## config.mk

```make
export PLATFORM = sky130hd
export DESIGN_NAME = rle_icon_pixel_decoder_unit
export DESIGN_NICKNAME = d
export VERILOG_FILES = /design/src/rtl/rleicon_pkg.sv /design/src/rtl/rleicon_front.sv /design/src/rtl/rleicon_back.sv /design/src/rtl/rle_icon_pixel_decoder_unit.sv
export VERILOG_INCLUDE_DIRS = /design/src /design/src/rtl
export SDC_FILE = /design/constraint.sdc
export NUM_CORES = 1
export LEC_CHECK = 0
export BUFFER_PORTS_ARGS = -buffer_cell sky130_fd_sc_hd__buf_2
export CORE_UTILIZATION = 40
export DETAILED_ROUTE_END_ITERATION = 12
export SYNTH_ARGS = -nofsm -noshare
export SYNTH_HDL_FRONTEND = slang
export SYNTH_SLANG_ARGS = --single-unit
```

## constraint.sdc

```tcl
create_clock -name clk -period 3.9 [get_ports clk]
set_input_delay 0.975 -clock clk [delete_from_list [all_inputs] [get_ports clk]]
set_output_delay 0.975 -clock clk [all_outputs]
set_load 0.05 [all_outputs]
```

## src/rtl/rle_icon_pixel_decoder_unit_assert.svh

```systemverilog
// Assertion macros shared by the decoder modules.
// Each takes a label, clock, reset, a trigger and a consequence.
`ifndef RLE_ICON_PIXEL_DECODER_UNIT_ASSERT_SVH
`define RLE_ICON_PIXEL_DECODER_UNIT_ASSERT_SVH

`ifndef SYNTHESIS
// consequence holds in the same cycle as the trigger
`define RLEICON_ASSERT_IMPL(lbl, clk, rst, trig, cons) \
  lbl: assert property (@(posedge clk) disable iff (rst) (trig) |-> (cons)) \
    else $error("assertion failed: same-cycle check");
// consequence holds in the cycle after the trigger
`define RLEICON_ASSERT_NEXT(lbl, clk, rst, trig, cons) \
  lbl: assert property (@(posedge clk) disable iff (rst) (trig) |=> (cons)) \
    else $error("assertion failed: next-cycle check");
`else
`define RLEICON_ASSERT_IMPL(lbl, clk, rst, trig, cons)
`define RLEICON_ASSERT_NEXT(lbl, clk, rst, trig, cons)
`endif

`endif

```

## src/rtl/rleicon_pkg.sv

```systemverilog
package rleicon_pkg;

  // fixed field widths
  localparam int ADDR_W      = 15;
  localparam int CFG_INDEX_W = 3;
  localparam int CFG_DATA_W  = 11;
  localparam int LIT_PIXELS  = 7;

  // code byte layout
  localparam int RUN_FLAG_BIT  = 7;
  localparam int RUN_VALUE_BIT = 6;

  // depth of the queue between front and back (power of two)
  localparam int QDEPTH = 2;

  // register indexes on the configuration port
  typedef enum logic [CFG_INDEX_W-1:0] {
    REG_ICON_WIDTH  = 3'd0,
    REG_ICON_HEIGHT = 3'd1,
    REG_ORIGIN_X    = 3'd2,
    REG_ORIGIN_Y    = 3'd3,
    REG_INK_COLOR   = 3'd4
  } rleicon_reg_t;

  // classified code byte
  typedef struct packed {
    logic       is_run;
    logic [5:0] count;
    logic [6:0] bits;   // literal pixels, or run value in bit 0
  } rleicon_item_t;

  // configuration registers
  typedef struct packed {
    logic [7:0]  icon_width;
    logic [7:0]  icon_height;
    logic [10:0] origin_x;  // two's complement
    logic [10:0] origin_y;  // two's complement
    logic [3:0]  ink_color;
  } rleicon_cfg_t;

  // one placed pixel before address generation
  typedef struct packed {
    logic [11:0] sx;   // two's complement screen column
    logic [11:0] sy;   // two's complement screen row
    logic        inked;
    logic        done;
    logic        last;
    logic [3:0]  color;
  } rleicon_pix_t;

  typedef enum logic {
    ST_IDLE,
    ST_RUN
  } rleicon_state_t;

endpackage

```

## src/rtl/rleicon_front.sv

```systemverilog
`include "rle_icon_pixel_decoder_unit_assert.svh"

module rleicon_front (
  input  logic                   clk,
  input  logic                   rst,
  input  logic [7:0]             code_byte,
  input  logic                   push,
  output logic                   full,
  output rleicon_pkg::rleicon_item_t item,
  output logic                   item_valid,
  input  logic                   item_pop
);

  localparam int QPTR_W = (rleicon_pkg::QDEPTH > 1) ? $clog2(rleicon_pkg::QDEPTH) : 1;
  localparam logic [QPTR_W:0] FILL_MAX = (QPTR_W+1)'(rleicon_pkg::QDEPTH);

  rleicon_pkg::rleicon_item_t item_in;
  rleicon_pkg::rleicon_item_t mem [rleicon_pkg::QDEPTH];
  logic [QPTR_W-1:0] wr_ptr;
  logic [QPTR_W-1:0] rd_ptr;
  logic [QPTR_W:0]   fill;
  logic              wr_en;
  logic              rd_en;

  // classify the incoming word
  always_comb begin
    item_in.is_run = code_byte[rleicon_pkg::RUN_FLAG_BIT];
    if (item_in.is_run) begin
      item_in.count = code_byte[5:0];
      item_in.bits  = {6'b0, code_byte[rleicon_pkg::RUN_VALUE_BIT]};
    end else begin
      item_in.count = 6'(rleicon_pkg::LIT_PIXELS);
      item_in.bits  = code_byte[6:0];
    end
  end

  assign full       = (fill == FILL_MAX);
  assign item_valid = (fill != '0);
  assign wr_en      = push && !full;
  assign rd_en      = item_pop && item_valid;
  assign item       = mem[rd_ptr];

  // queue storage
  always_ff @(posedge clk) begin
    if (wr_en) begin
      mem[wr_ptr] <= item_in;
    end
  end

  // queue pointers and fill level
  always_ff @(posedge clk) begin
    if (rst) begin
      wr_ptr <= '0;
      rd_ptr <= '0;
      fill   <= '0;
    end else begin
      if (wr_en) begin
        wr_ptr <= wr_ptr + 1'b1;
      end
      if (rd_en) begin
        rd_ptr <= rd_ptr + 1'b1;
      end
      case ({wr_en, rd_en})
        2'b10:   fill <= fill + 1'b1;
        2'b01:   fill <= fill - 1'b1;
        default: fill <= fill;
      endcase
    end
  end

  `RLEICON_ASSERT_IMPL(a_fill_bound, clk, rst, 1'b1, fill <= FILL_MAX)
  `RLEICON_ASSERT_NEXT(a_fill_up, clk, rst, wr_en && !rd_en, fill == $past(fill) + 1'b1)
  `RLEICON_ASSERT_NEXT(a_full_holds, clk, rst, full && !rd_en, full)

endmodule

```

## src/rtl/rleicon_back.sv

```systemverilog
`include "rle_icon_pixel_decoder_unit_assert.svh"

module rleicon_back #(
  parameter int SCREEN_W = 240,
  parameter int SCREEN_H = 135
) (
  input  logic                        clk,
  input  logic                        rst,
  input  rleicon_pkg::rleicon_cfg_t   cfg,
  input  rleicon_pkg::rleicon_item_t  item,
  input  logic                        item_valid,
  output logic                        item_pop,
  output logic [rleicon_pkg::ADDR_W-1:0] pixel_address,
  output logic                        write_enable,
  output logic [3:0]                  pixel_color,
  output logic                        icon_done,
  output logic                        last_of_byte,
  output logic                        empty,
  input  logic                        pop
);

  localparam logic [10:0] SW = 11'(SCREEN_W);
  localparam logic [10:0] SH_CMP = 11'(SCREEN_H);
  localparam logic [rleicon_pkg::ADDR_W-1:0] SH_MUL = rleicon_pkg::ADDR_W'(SCREEN_H);

  rleicon_pkg::rleicon_state_t state, state_next;
  rleicon_pkg::rleicon_pix_t   s1, pix;

  logic [7:0] column_pos, row_pos;
  logic [7:0] eff_col, eff_row;
  logic [5:0] remaining;
  logic [6:0] bits;
  logic       is_run;
  logic       s1_valid;
  logic       out_valid;
  logic       ready1, ready2;
  logic       emit;
  logic       drop;
  logic       done, last;
  logic       col_end, row_end;
  logic       on_screen;
  logic [rleicon_pkg::ADDR_W-1:0] addr_calc;

  // pipeline handshake
  assign ready2 = !out_valid || pop;
  assign ready1 = !s1_valid || ready2;
  assign empty  = !out_valid;

  // empty icon or zero-length run yields nothing
  assign drop = (cfg.icon_width == 8'd0) || (cfg.icon_height == 8'd0) || (item.count == 6'd0);

  // position restarts if a register write left it outside the icon
  always_comb begin
    if ((column_pos >= cfg.icon_width) || (row_pos >= cfg.icon_height)) begin
      eff_col = 8'd0;
      eff_row = 8'd0;
    end else begin
      eff_col = column_pos;
      eff_row = row_pos;
    end
  end

  assign col_end = (eff_col == cfg.icon_width - 8'd1);
  assign row_end = (eff_row == cfg.icon_height - 8'd1);
  assign done    = col_end && row_end;
  assign last    = done || (remaining == 6'd1);

  // next state
  always_comb begin
    state_next = state;
    unique case (state)
      rleicon_pkg::ST_IDLE: begin
        if (item_valid && !drop) begin
          state_next = rleicon_pkg::ST_RUN;
        end
      end
      rleicon_pkg::ST_RUN: begin
        if (ready1 && last) begin
          state_next = rleicon_pkg::ST_IDLE;
        end
      end
      default: state_next = rleicon_pkg::ST_IDLE;
    endcase
  end

  // sequencer outputs
  always_comb begin
    item_pop = 1'b0;
    emit     = 1'b0;
    unique case (state)
      rleicon_pkg::ST_IDLE: item_pop = item_valid;
      rleicon_pkg::ST_RUN:  emit     = ready1;
      default: begin
        item_pop = 1'b0;
        emit     = 1'b0;
      end
    endcase
  end

  always_ff @(posedge clk) begin
    if (rst) begin
      state <= rleicon_pkg::ST_IDLE;
    end else begin
      state <= state_next;
    end
  end

  // byte load and per-pixel stepping
  always_ff @(posedge clk) begin
    if (rst) begin
      column_pos <= 8'd0;
      row_pos    <= 8'd0;
      remaining  <= 6'd0;
    end else if (item_pop && !drop) begin
      remaining <= item.count;
    end else if (emit) begin
      remaining <= remaining - 6'd1;
      if (done) begin
        column_pos <= 8'd0;
        row_pos    <= 8'd0;
      end else if (row_end) begin
        row_pos    <= 8'd0;
        column_pos <= col_end ? 8'd0 : eff_col + 8'd1;
      end else begin
        row_pos    <= eff_row + 8'd1;
        column_pos <= eff_col;
      end
    end
  end

  // pixel pattern
  always_ff @(posedge clk) begin
    if (item_pop && !drop) begin
      bits   <= item.bits;
      is_run <= item.is_run;
    end else if (emit && !is_run) begin
      bits <= {1'b0, bits[6:1]};
    end
  end

  // screen coordinates of the current pixel
  always_comb begin
    pix.sx    = {cfg.origin_x[10], cfg.origin_x} + {4'b0, eff_col};
    pix.sy    = {cfg.origin_y[10], cfg.origin_y} + {4'b0, eff_row};
    pix.inked = bits[0];
    pix.done  = done;
    pix.last  = last;
    pix.color = cfg.ink_color;
  end

  // stage one register
  always_ff @(posedge clk) begin
    if (rst) begin
      s1_valid <= 1'b0;
    end else if (ready1) begin
      s1_valid <= emit;
    end
  end

  always_ff @(posedge clk) begin
    if (ready1 && emit) begin
      s1 <= pix;
    end
  end

  // clipping and address
  assign on_screen = !s1.sx[11] && (s1.sx[10:0] < SW) && !s1.sy[11] && (s1.sy[10:0] < SH_CMP);
  assign addr_calc = rleicon_pkg::ADDR_W'(s1.sx[10:0]) * SH_MUL
                   + rleicon_pkg::ADDR_W'(s1.sy[10:0]);

  // output register
  always_ff @(posedge clk) begin
    if (rst) begin
      out_valid <= 1'b0;
    end else if (ready2) begin
      out_valid <= s1_valid;
    end
  end

  always_ff @(posedge clk) begin
    if (ready2 && s1_valid) begin
      pixel_address <= on_screen ? addr_calc : '0;
      write_enable  <= on_screen && s1.inked;
      pixel_color   <= s1.color;
      icon_done     <= s1.done;
      last_of_byte  <= s1.last;
    end
  end

  `RLEICON_ASSERT_IMPL(a_pos_in_icon, clk, rst, emit, (eff_col < cfg.icon_width) && (eff_row < cfg.icon_height))
  `RLEICON_ASSERT_NEXT(a_last_idles, clk, rst, emit && last, state == rleicon_pkg::ST_IDLE)
  `RLEICON_ASSERT_NEXT(a_done_wraps, clk, rst, emit && done, (column_pos == 8'd0) && (row_pos == 8'd0))
  `RLEICON_ASSERT_NEXT(a_drop_stays, clk, rst, item_pop && drop, state == rleicon_pkg::ST_IDLE)

endmodule

```

## src/rtl/rle_icon_pixel_decoder_unit.sv

```systemverilog
// Run-length icon pixel decoder.
// Input channel (push/full): one compressed icon byte per word. A byte with
// bit 7 set is a run of bits 5..0 pixels of value bit 6; any other byte holds
// seven literal pixels, bit 0 first. Pixels go down each column, then across.
// Result channel (empty/pop): one word per placed pixel with frame-buffer
// address, write enable (inked and on screen), ink colour, icon-done and
// last-of-byte flags. Results come out in order.
// Configuration channel (cfg_valid/cfg_ready, always ready): registers 0..4 are
// width, height, origin x, origin y and ink colour; write only while idle.
// The first pixel of a byte passes through the queue, the sequencer's load
// step, the s1 register and the output register. The pixel sequencer loads
// a byte, emits its pixels in turn while the pipeline is not stalled and
// takes the next byte after the last pixel. Bytes that yield nothing are dropped.
// A two-word queue takes new bytes while the sequencer is busy; when the
// receiver holds pop low the pixel pipeline stalls, then the queue fills and
// full is raised. Synchronous reset empties the queue and pipeline, sets the
// position to column 0, row 0 and loads the register reset values (ink 1).
module rle_icon_pixel_decoder_unit #(
  parameter int SCREEN_W = 240,
  parameter int SCREEN_H = 135
) (
  input  logic                                clk,
  input  logic                                rst,
  input  logic [7:0]                          code_byte,
  input  logic                                push,
  output logic                                full,
  output logic [rleicon_pkg::ADDR_W-1:0]      pixel_address,
  output logic                                write_enable,
  output logic [3:0]                          pixel_color,
  output logic                                icon_done,
  output logic                                last_of_byte,
  output logic                                empty,
  input  logic                                pop,
  input  logic                                cfg_valid,
  output logic                                cfg_ready,
  input  logic [rleicon_pkg::CFG_INDEX_W-1:0] cfg_index,
  input  logic [rleicon_pkg::CFG_DATA_W-1:0]  cfg_data
);

  rleicon_pkg::rleicon_cfg_t  cfg;
  rleicon_pkg::rleicon_item_t item;
  logic item_valid;
  logic item_pop;

  assign cfg_ready = 1'b1;

  // configuration registers
  always_ff @(posedge clk) begin
    if (rst) begin
      cfg.icon_width  <= 8'd0;
      cfg.icon_height <= 8'd0;
      cfg.origin_x    <= 11'd0;
      cfg.origin_y    <= 11'd0;
      cfg.ink_color   <= 4'd1;
    end else if (cfg_valid && cfg_ready) begin
      unique case (rleicon_pkg::rleicon_reg_t'(cfg_index))
        rleicon_pkg::REG_ICON_WIDTH:  cfg.icon_width  <= cfg_data[7:0];
        rleicon_pkg::REG_ICON_HEIGHT: cfg.icon_height <= cfg_data[7:0];
        rleicon_pkg::REG_ORIGIN_X:    cfg.origin_x    <= cfg_data[10:0];
        rleicon_pkg::REG_ORIGIN_Y:    cfg.origin_y    <= cfg_data[10:0];
        rleicon_pkg::REG_INK_COLOR:   cfg.ink_color   <= cfg_data[3:0];
        default: cfg <= cfg;
      endcase
    end
  end

  rleicon_front u_front (
    .clk        (clk),
    .rst        (rst),
    .code_byte  (code_byte),
    .push       (push),
    .full       (full),
    .item       (item),
    .item_valid (item_valid),
    .item_pop   (item_pop)
  );

  rleicon_back #(
    .SCREEN_W (SCREEN_W),
    .SCREEN_H (SCREEN_H)
  ) u_back (
    .clk           (clk),
    .rst           (rst),
    .cfg           (cfg),
    .item          (item),
    .item_valid    (item_valid),
    .item_pop      (item_pop),
    .pixel_address (pixel_address),
    .write_enable  (write_enable),
    .pixel_color   (pixel_color),
    .icon_done     (icon_done),
    .last_of_byte  (last_of_byte),
    .empty         (empty),
    .pop           (pop)
  );

endmodule
```

Word level (Yosys, flattened, before mapping)
Memories as Yosys holds them, arrays and structs flattened. A register that Yosys moved wholly into a read port is not among the register bits.
Cells that the tools add are included.
Word-level totals
  flip-flop bits (word level): 132
  bits in writable memories: 28
  input port bits: 27
  output and inout port bits: 25
  word-level logic and storage cells: 119
  memories: 1
Memories
  u_front.mem: words 2, bits a word 14, rd ports 1, clocked after memory_dff 1, wr ports 1, RTL line rleicon_front.sv:18  | rleicon_pkg::rleicon_item_t mem [rleicon_pkg::QDEPTH];
Cells by class
  $add $sub $neg: 12
  multiply operators: 1
  order comparisons: 4
  equality and inequality tests: 10
  multiplexer cells: 22
  bitwise gates (word level): 2
  reductions and logical operators: 40
Operators by type and width (number)
  8-bit 2-to-1 mux: 7
  11-bit by 9-bit adder with 12-bit output: 2
  11-bit by 8-bit less-than comparator with 1-bit output, second input constant: 2
  8-bit by 1-bit adder with 8-bit output, second input constant: 2
  8-bit == test: 2
  8-bit >= comparator: 2
  8-bit logical NOT: 2
  8-bit by 1-bit subtractor with 8-bit output, second input constant: 2
  15-bit by 11-bit adder with 15-bit output: 1
  11-bit by 8-bit multiplier with 15-bit output, second input constant: 1
  7-bit 2-to-1 mux: 2
  1-bit logical AND: 13
  13-bit 2-to-1 mux: 1
  6-bit 2-to-1 mux: 2
  2-bit AND reduction: 6
  1-bit 2-to-1 mux: 8
  2-bit nonzero test: 4
  1-bit logical NOT: 7
  3-bit by 2-bit == test with 1-bit output, second input constant: 2
  6-bit by 1-bit == test with 1-bit output, second input constant: 1
  6-bit logical NOT: 1
  1-bit logical OR: 6
  6-bit by 1-bit subtractor with 6-bit output, second input constant: 1
  2-bit == test, second input constant: 2
  other kinds (10): 12

Longest topological paths before layout
  word-level depth: 9
  depth in mapped cells: 22
  depth with buffers taken out: 20

Modules after synthesis
A second synthesis with hierarchy kept.
Second synthesis, totals
  cell total of the unflattened synthesis: 980
  area total of the unflattened synthesis: 10074.7 µm²
By module, submodules not included
  rleicon_back: instances 1, cells an instance 737, area each 7009.2 µm², seq. area each 2332.2 µm²
  rle_icon_pixel_decoder_unit: instances 1, cells an instance 160, area each 1745.4 µm², seq. area each 840.8 µm²
  rleicon_front: instances 1, cells an instance 83, area each 1320.0 µm², seq. area each 940.9 µm²

Least setup slack after synthesis
OpenSTA, ideal clock, no wires.
  kind: reg-to-reg
  start point: register u_back.s1[21] (netlist name)
  end point: register u_back.pixel_address[13] (netlist name) (data pin)
  setup time: 0.266 ns
  arrival: 3.914 ns
  required time: 3.634 ns
  slack: -0.280 ns
  cell stages (with the launch flop): 20
  buffers on the path: 0
  clock period less this slack: 4.180 ns
  cells stage by stage: edfxtp_1 inv_1 fa_1 inv_1 ha_1 ha_1 inv_1 fa_1 inv_1 ha_1 fa_1 a21o_1 a21oi_1 o21bai_1 a21oi_1 o21ai_0 a21oi_1 o21ai_0 xnor2_1 nor2_1
On the way
  word-level cells in the longest chain between the ends: 4
  elaborated cells between the ends (all ways): 6
  classes of those cells: add/sub (1); mul (1); order compare (1); reduce/logical (3)
Ends and longest elaborated chain
  start, declared: RTL line rleicon_back.sv:27  | rleicon_pkg::rleicon_pix_t s1, pix;
  start signal, assigned: RTL line rleicon_back.sv:162  | s1 <= pix;
  parallel branches: the longest is 4 deep, another holds 11-bit by 8-bit multiplier with 15-bit output
  end signal, assigned: RTL line rleicon_back.sv:182  | pixel_address <= on_screen ? addr_calc : '0;
  end, declared: RTL line rleicon_back.sv:13  | output logic [rleicon_pkg::ADDR_W-1:0] pixel_address,
Several ways; the timed one is not identified.
A chain may end at the register's enable or synchronous reset.

Worst setup path in the final report
  start point: register u_back.s1[10] (netlist name)
  end point: register u_back.pixel_address[13] (netlist name) (data pin)
On the way
  word-level cells in the longest chain between the ends: 2
  elaborated cells between the ends (all ways): 3
  classes of those cells: add/sub (1); order compare (1); reduce/logical (1)
Ends and longest elaborated chain
  parallel branches: the longest is 2 deep, another holds 15-bit by 11-bit adder with 15-bit output
Several ways; the timed one is not identified.

==> summary.md <==
| Metric | Value |
|---|---|
| Final worst path period need | `3980 ps` |
| Yosys top cell area share | `27.4%` |
| RD Place Congestion | `0.845` |
| Internal Power | `3.24 mW` |
| Die H | `158 µm` |
| WL final | `21700 µm` |
| Critical Path RT | `4060 ps` |
| IO Pins | `52` |
| Remaining DRCs | `0` |
| Synth unique cells | `68` |
| Switching Share | `27.9%` |
| Critical R2R Capture | `u_back.pixel_address[13]` |
| Register area | `0.00412 mm²` |
| CTS Sinks | `161` |
| First-pass GRT wire length | `35500 µm` |
| Critical path cell sequence | `inv_2, fa_1, inv_2, ha_4, ha_4, inv_2, fa_1, inv_1, ha_2, fa_2, a21o_1, a21oi_2, o21bai_1, a21oi_2, o21ai_2, a21oi_2, o21ai_1, xnor2_1, nor2_1` |
| Minimum hold slack | `420 ps` |
| Final Max Slew Viols | `0` |
| Logic pwr share | `18.1%` |
| Die W | `158 µm` |
| Critical Path Start Type | `flip-flop` |
| Status | `finished with violations` |
| Total GRT Usage | `18.5%` |
| Crit Path Max Fanout | `2` |
| Min-Delay Endpoint | `u_back.icon_done` |
| Antenna violations before repair | `0` |
| Worst slew pin tran | `853 ps` |
| Critical path's slowest cell | `fa_1` |
| Origin of the critical flop-to-flop path | `u_back.s1[10]` |
| Maximum root-to-sink buffer count | `2` |
| Fillers | `2220` |
| Via/cell ratio | `4.90` |
| FMAX | `251 MHz` |
| DRT Pass-1 Iters | `4` |
| Clock Latency Late Sink | `430 ps` |
| Largest cells by area after synthesis | `edfxtp_1 27%, dfxtp_1 15%, ha_1 11%` |
| CP peak stage delay | `540 ps` |
| Htree depth | `4` |
| Async SR Flop Fraction | `0%` |
| Worst-path clk slew | `70 ps` |
| P_leak | `4.96 nW` |
| PwrDens | `380 mW/mm²` |
| Number of synthesized flops with an enable pin | `89` |
| CTS tree | `yes` |
| Post-synth net total | `1136` |
| Area of the multi-input gates | `0.00515 mm²` |
| Setup Crit Path Kind | `reg2reg` |
| Area leader, netlist | `edfxtp_1` |
| Synth Register Bits | `161` |
| Pin count of the biggest net entering global routing | `54` |
| Mapped Cells | `998` |
| Prevailing post-synth register cell | `edfxtp_1` |
| Buf/Inv on CP | `4` |
| Root buf cell | `clkbuf_16` |
| Switch Pwr | `1.25 mW` |
| Max VDD drop | `0.243 mV` |
| Crit end category | `flip-flop` |
| Max Cap Violations | `0` |
| Nets | `1281` |
| Antenna-violating nets left | `0` |
| Layout cells sized above 1 | `22.2%` |
| Synth cell count leaders | `119 x inv_1, 95 x nand2_1, 89 x edfxtp_1` |
| Setup WS post-layout | `-82.3 ps` |
| Worst Path Arrival | `4140 ps` |
| Min-delay src | `u_back.s1[5]` |
| Fin crit share | `102%` |
| N_diodes | `0` |
| Slew headroom | `42.9%` |
| RSZ-0062 raised after global routing | `yes` |
| Fin. Hold Viols | `0` |
| Synth warn | `0` |
| Syn avg cell area | `9.76 µm²` |
| DRT iter0 DRCs | `346` |
| Cells after DPL | `1435` |
| Failing checks | `negative setup slack` |
| Rows | `56` |
| Area Overhead vs Synth | `21.4%` |
| Core area | `0.0237 mm²` |
| PnR Total Power | `4.49 mW` |
| Reg power frac | `43.5%` |
| Initial Util | `41.1%` |
| Wire per inst | `14.7 µm` |
| Via Count | `7233` |
| Final Setup Violations | `2` |
| Flop-to-flop setup slack | `-80 ps` |
| Num CTS Buffers | `17` |
| Cell with the most instances after synthesis | `inv_1` |
| Clock skew | `11.6 ps` |
| Port bufs | `50` |
| R2r worst-path depth | `19` |
| Non-filler cells, final | `1475` |
| Die area | `0.0250 mm²` |
| CP delay by family, top | `adder cells` |
| Congestion Overflow GR | `0` |
| Hold Path Stages | `0` |
| Clock power frac | `38.4%` |
| Vias in the first global route | `7046` |
| Sequential share of the synthesized area | `42.2%` |
| Post-DP HPWL | `16200 µm` |
| Post-Syn Area | `0.00974 mm²` |
| Hold Crit Class | `reg2reg` |
==> repair_timing <==
action                                  4_1_cts  5_1_grt
pin swaps                                    15       24
buffers inserted                              3        5
gates resized for setup                      10       28
endpoints found under the setup margin        5       14
hold buffers                                  0        0
==> cell type report <==
type                       instances  area share, %
clock buffer                      18           3.71
tap                              319           3.37
clock inverter                    14           1.40
inverter                         120           3.81
timing repair buffer             163           9.35
sequential                       161           34.8
multi-input combinational        680           43.6
==> sequential cells by signal, summed over array words and instances (netlist names), named ones only <==
register              count
u_back.pixel_address     15
u_back.icon_done          1
cfg                      42
u_front.mem              28
u_back.bits               7
u_front.fill              2
u_back.row_pos            8
u_back.out_valid          1
u_back.s1                31
u_back.last_of_byte       1
u_back.is_run             1
u_front.wr_ptr            1
u_back.s1_valid           1
u_back.pixel_color        4
u_front.rd_ptr            1
u_back.state              1
u_back.column_pos         8
u_back.remaining          6
u_back.write_enable       1
==> routing by layer <==
layer  vias to the layer above  GRT usage, %  wire length (µm)  part of all wire [%]
li1                       3714             -                 -                     -
met1                      3403          24.0              9860                    45
met2                        94          31.3             10800                    50
met3                        22          2.74               588                   2.7
met4                         0          6.36               442                   2.0
met5                         -             0                 0                     0
==> worst register-to-register path, delay by kind of cell, from the launching register on <==
kind                     cells  cell delay [ps]
AO/OA/AOI/OAI                7              890
buffers and inverters        4              170
XOR/XNOR                     1              160
adder cells (fa/ha/maj)      6             2060
flip-flops                   1              380
AND/OR/NAND/NOR              1               50
==> cell families (layout without fill, tap and decap cells) <==
group                      count (synthesis)  count (layout)  share of synthesized area (%)
DFF                                      161             161                           42.2
adders and majority gates                111             111                           16.3
muxes                                     28              28                           2.95
buffers and inverters                    157             315                           6.12
xor gates and xnor gates                  54              54                           5.14
AOI/OAI and AO/OA                        167             167                           11.0
other                                      1               1                         0.0385
and+or+nand+nor                          319             319                           16.2
==> layout by cell type (no fill, tap or decap), types with 10 or more instances in the layout <==
cell type  Yosys  final
buf_2          2     50
fa_1          27     25
nand2_1       95     94
inv_2          0     14
clkbuf_16      0     17
nand3_1       23     23
xor2_1        18     18
dfxtp_1       72     68
o21ai_0       32     25
and2_1        21     21
nor3_1        17     17
edfxtp_1      89     89
a21o_1        10     10
a21oi_1       75     69
mux2i_1       22     22
ha_1          84     77
inv_1        119    105
xnor2_1       34     34
nor2b_1       15     14
buf_4          1    111
nand4_1       13     13
nor2_1        84     83
==> worst max-delay path by stage <==
stage | start | end | slack [ps] | depth (start not counted)
2_1_floorplan | u_back.s1[21] | u_back.pixel_address[13] | -30 | 19
3_3_place_gp | u_back.s1[11] | u_back.pixel_address[14] | -140 | 18
3_5_place_dp | u_back.s1[10] | u_back.pixel_address[13] | -170 | 19
4_1_cts | u_back.s1[10] | u_back.pixel_address[13] | -170 | 19
5_1_grt | u_back.s1[10] | u_back.pixel_address[13] | -250 | 19
6_report | u_back.s1[10] | u_back.pixel_address[13] | -80 | 19
==> through the flow <==
step / setup WS [ps] / area [µm²] / TNS, ps / util, %
after floorplan: -30.9 / 9790 / -30.9 / -
after global placement: -139 / 11100 / -337 / 46.7
after detailed placement: -173 / 11100 / -455 / 46.7
after CTS: -166 / 11700 / -334 / 49.5
after global routing: -249 / 11800 / -773 / 50.0
final: -82.3 / 11800 / -106 / 50.0
==> power groups by stage <==
stage	registers, mW	clock network, mW	logic (mW)
4_1_cts	1.95	1.77	0.808
6_report	1.95	1.73	0.813
3_3_place_gp	1.99	0	0.770
2_1_floorplan	1.97	0	0.567
3_5_place_dp	1.99	0	0.781
5_1_grt	1.96	1.83	0.922
Power figures use the tool's default switching activity.
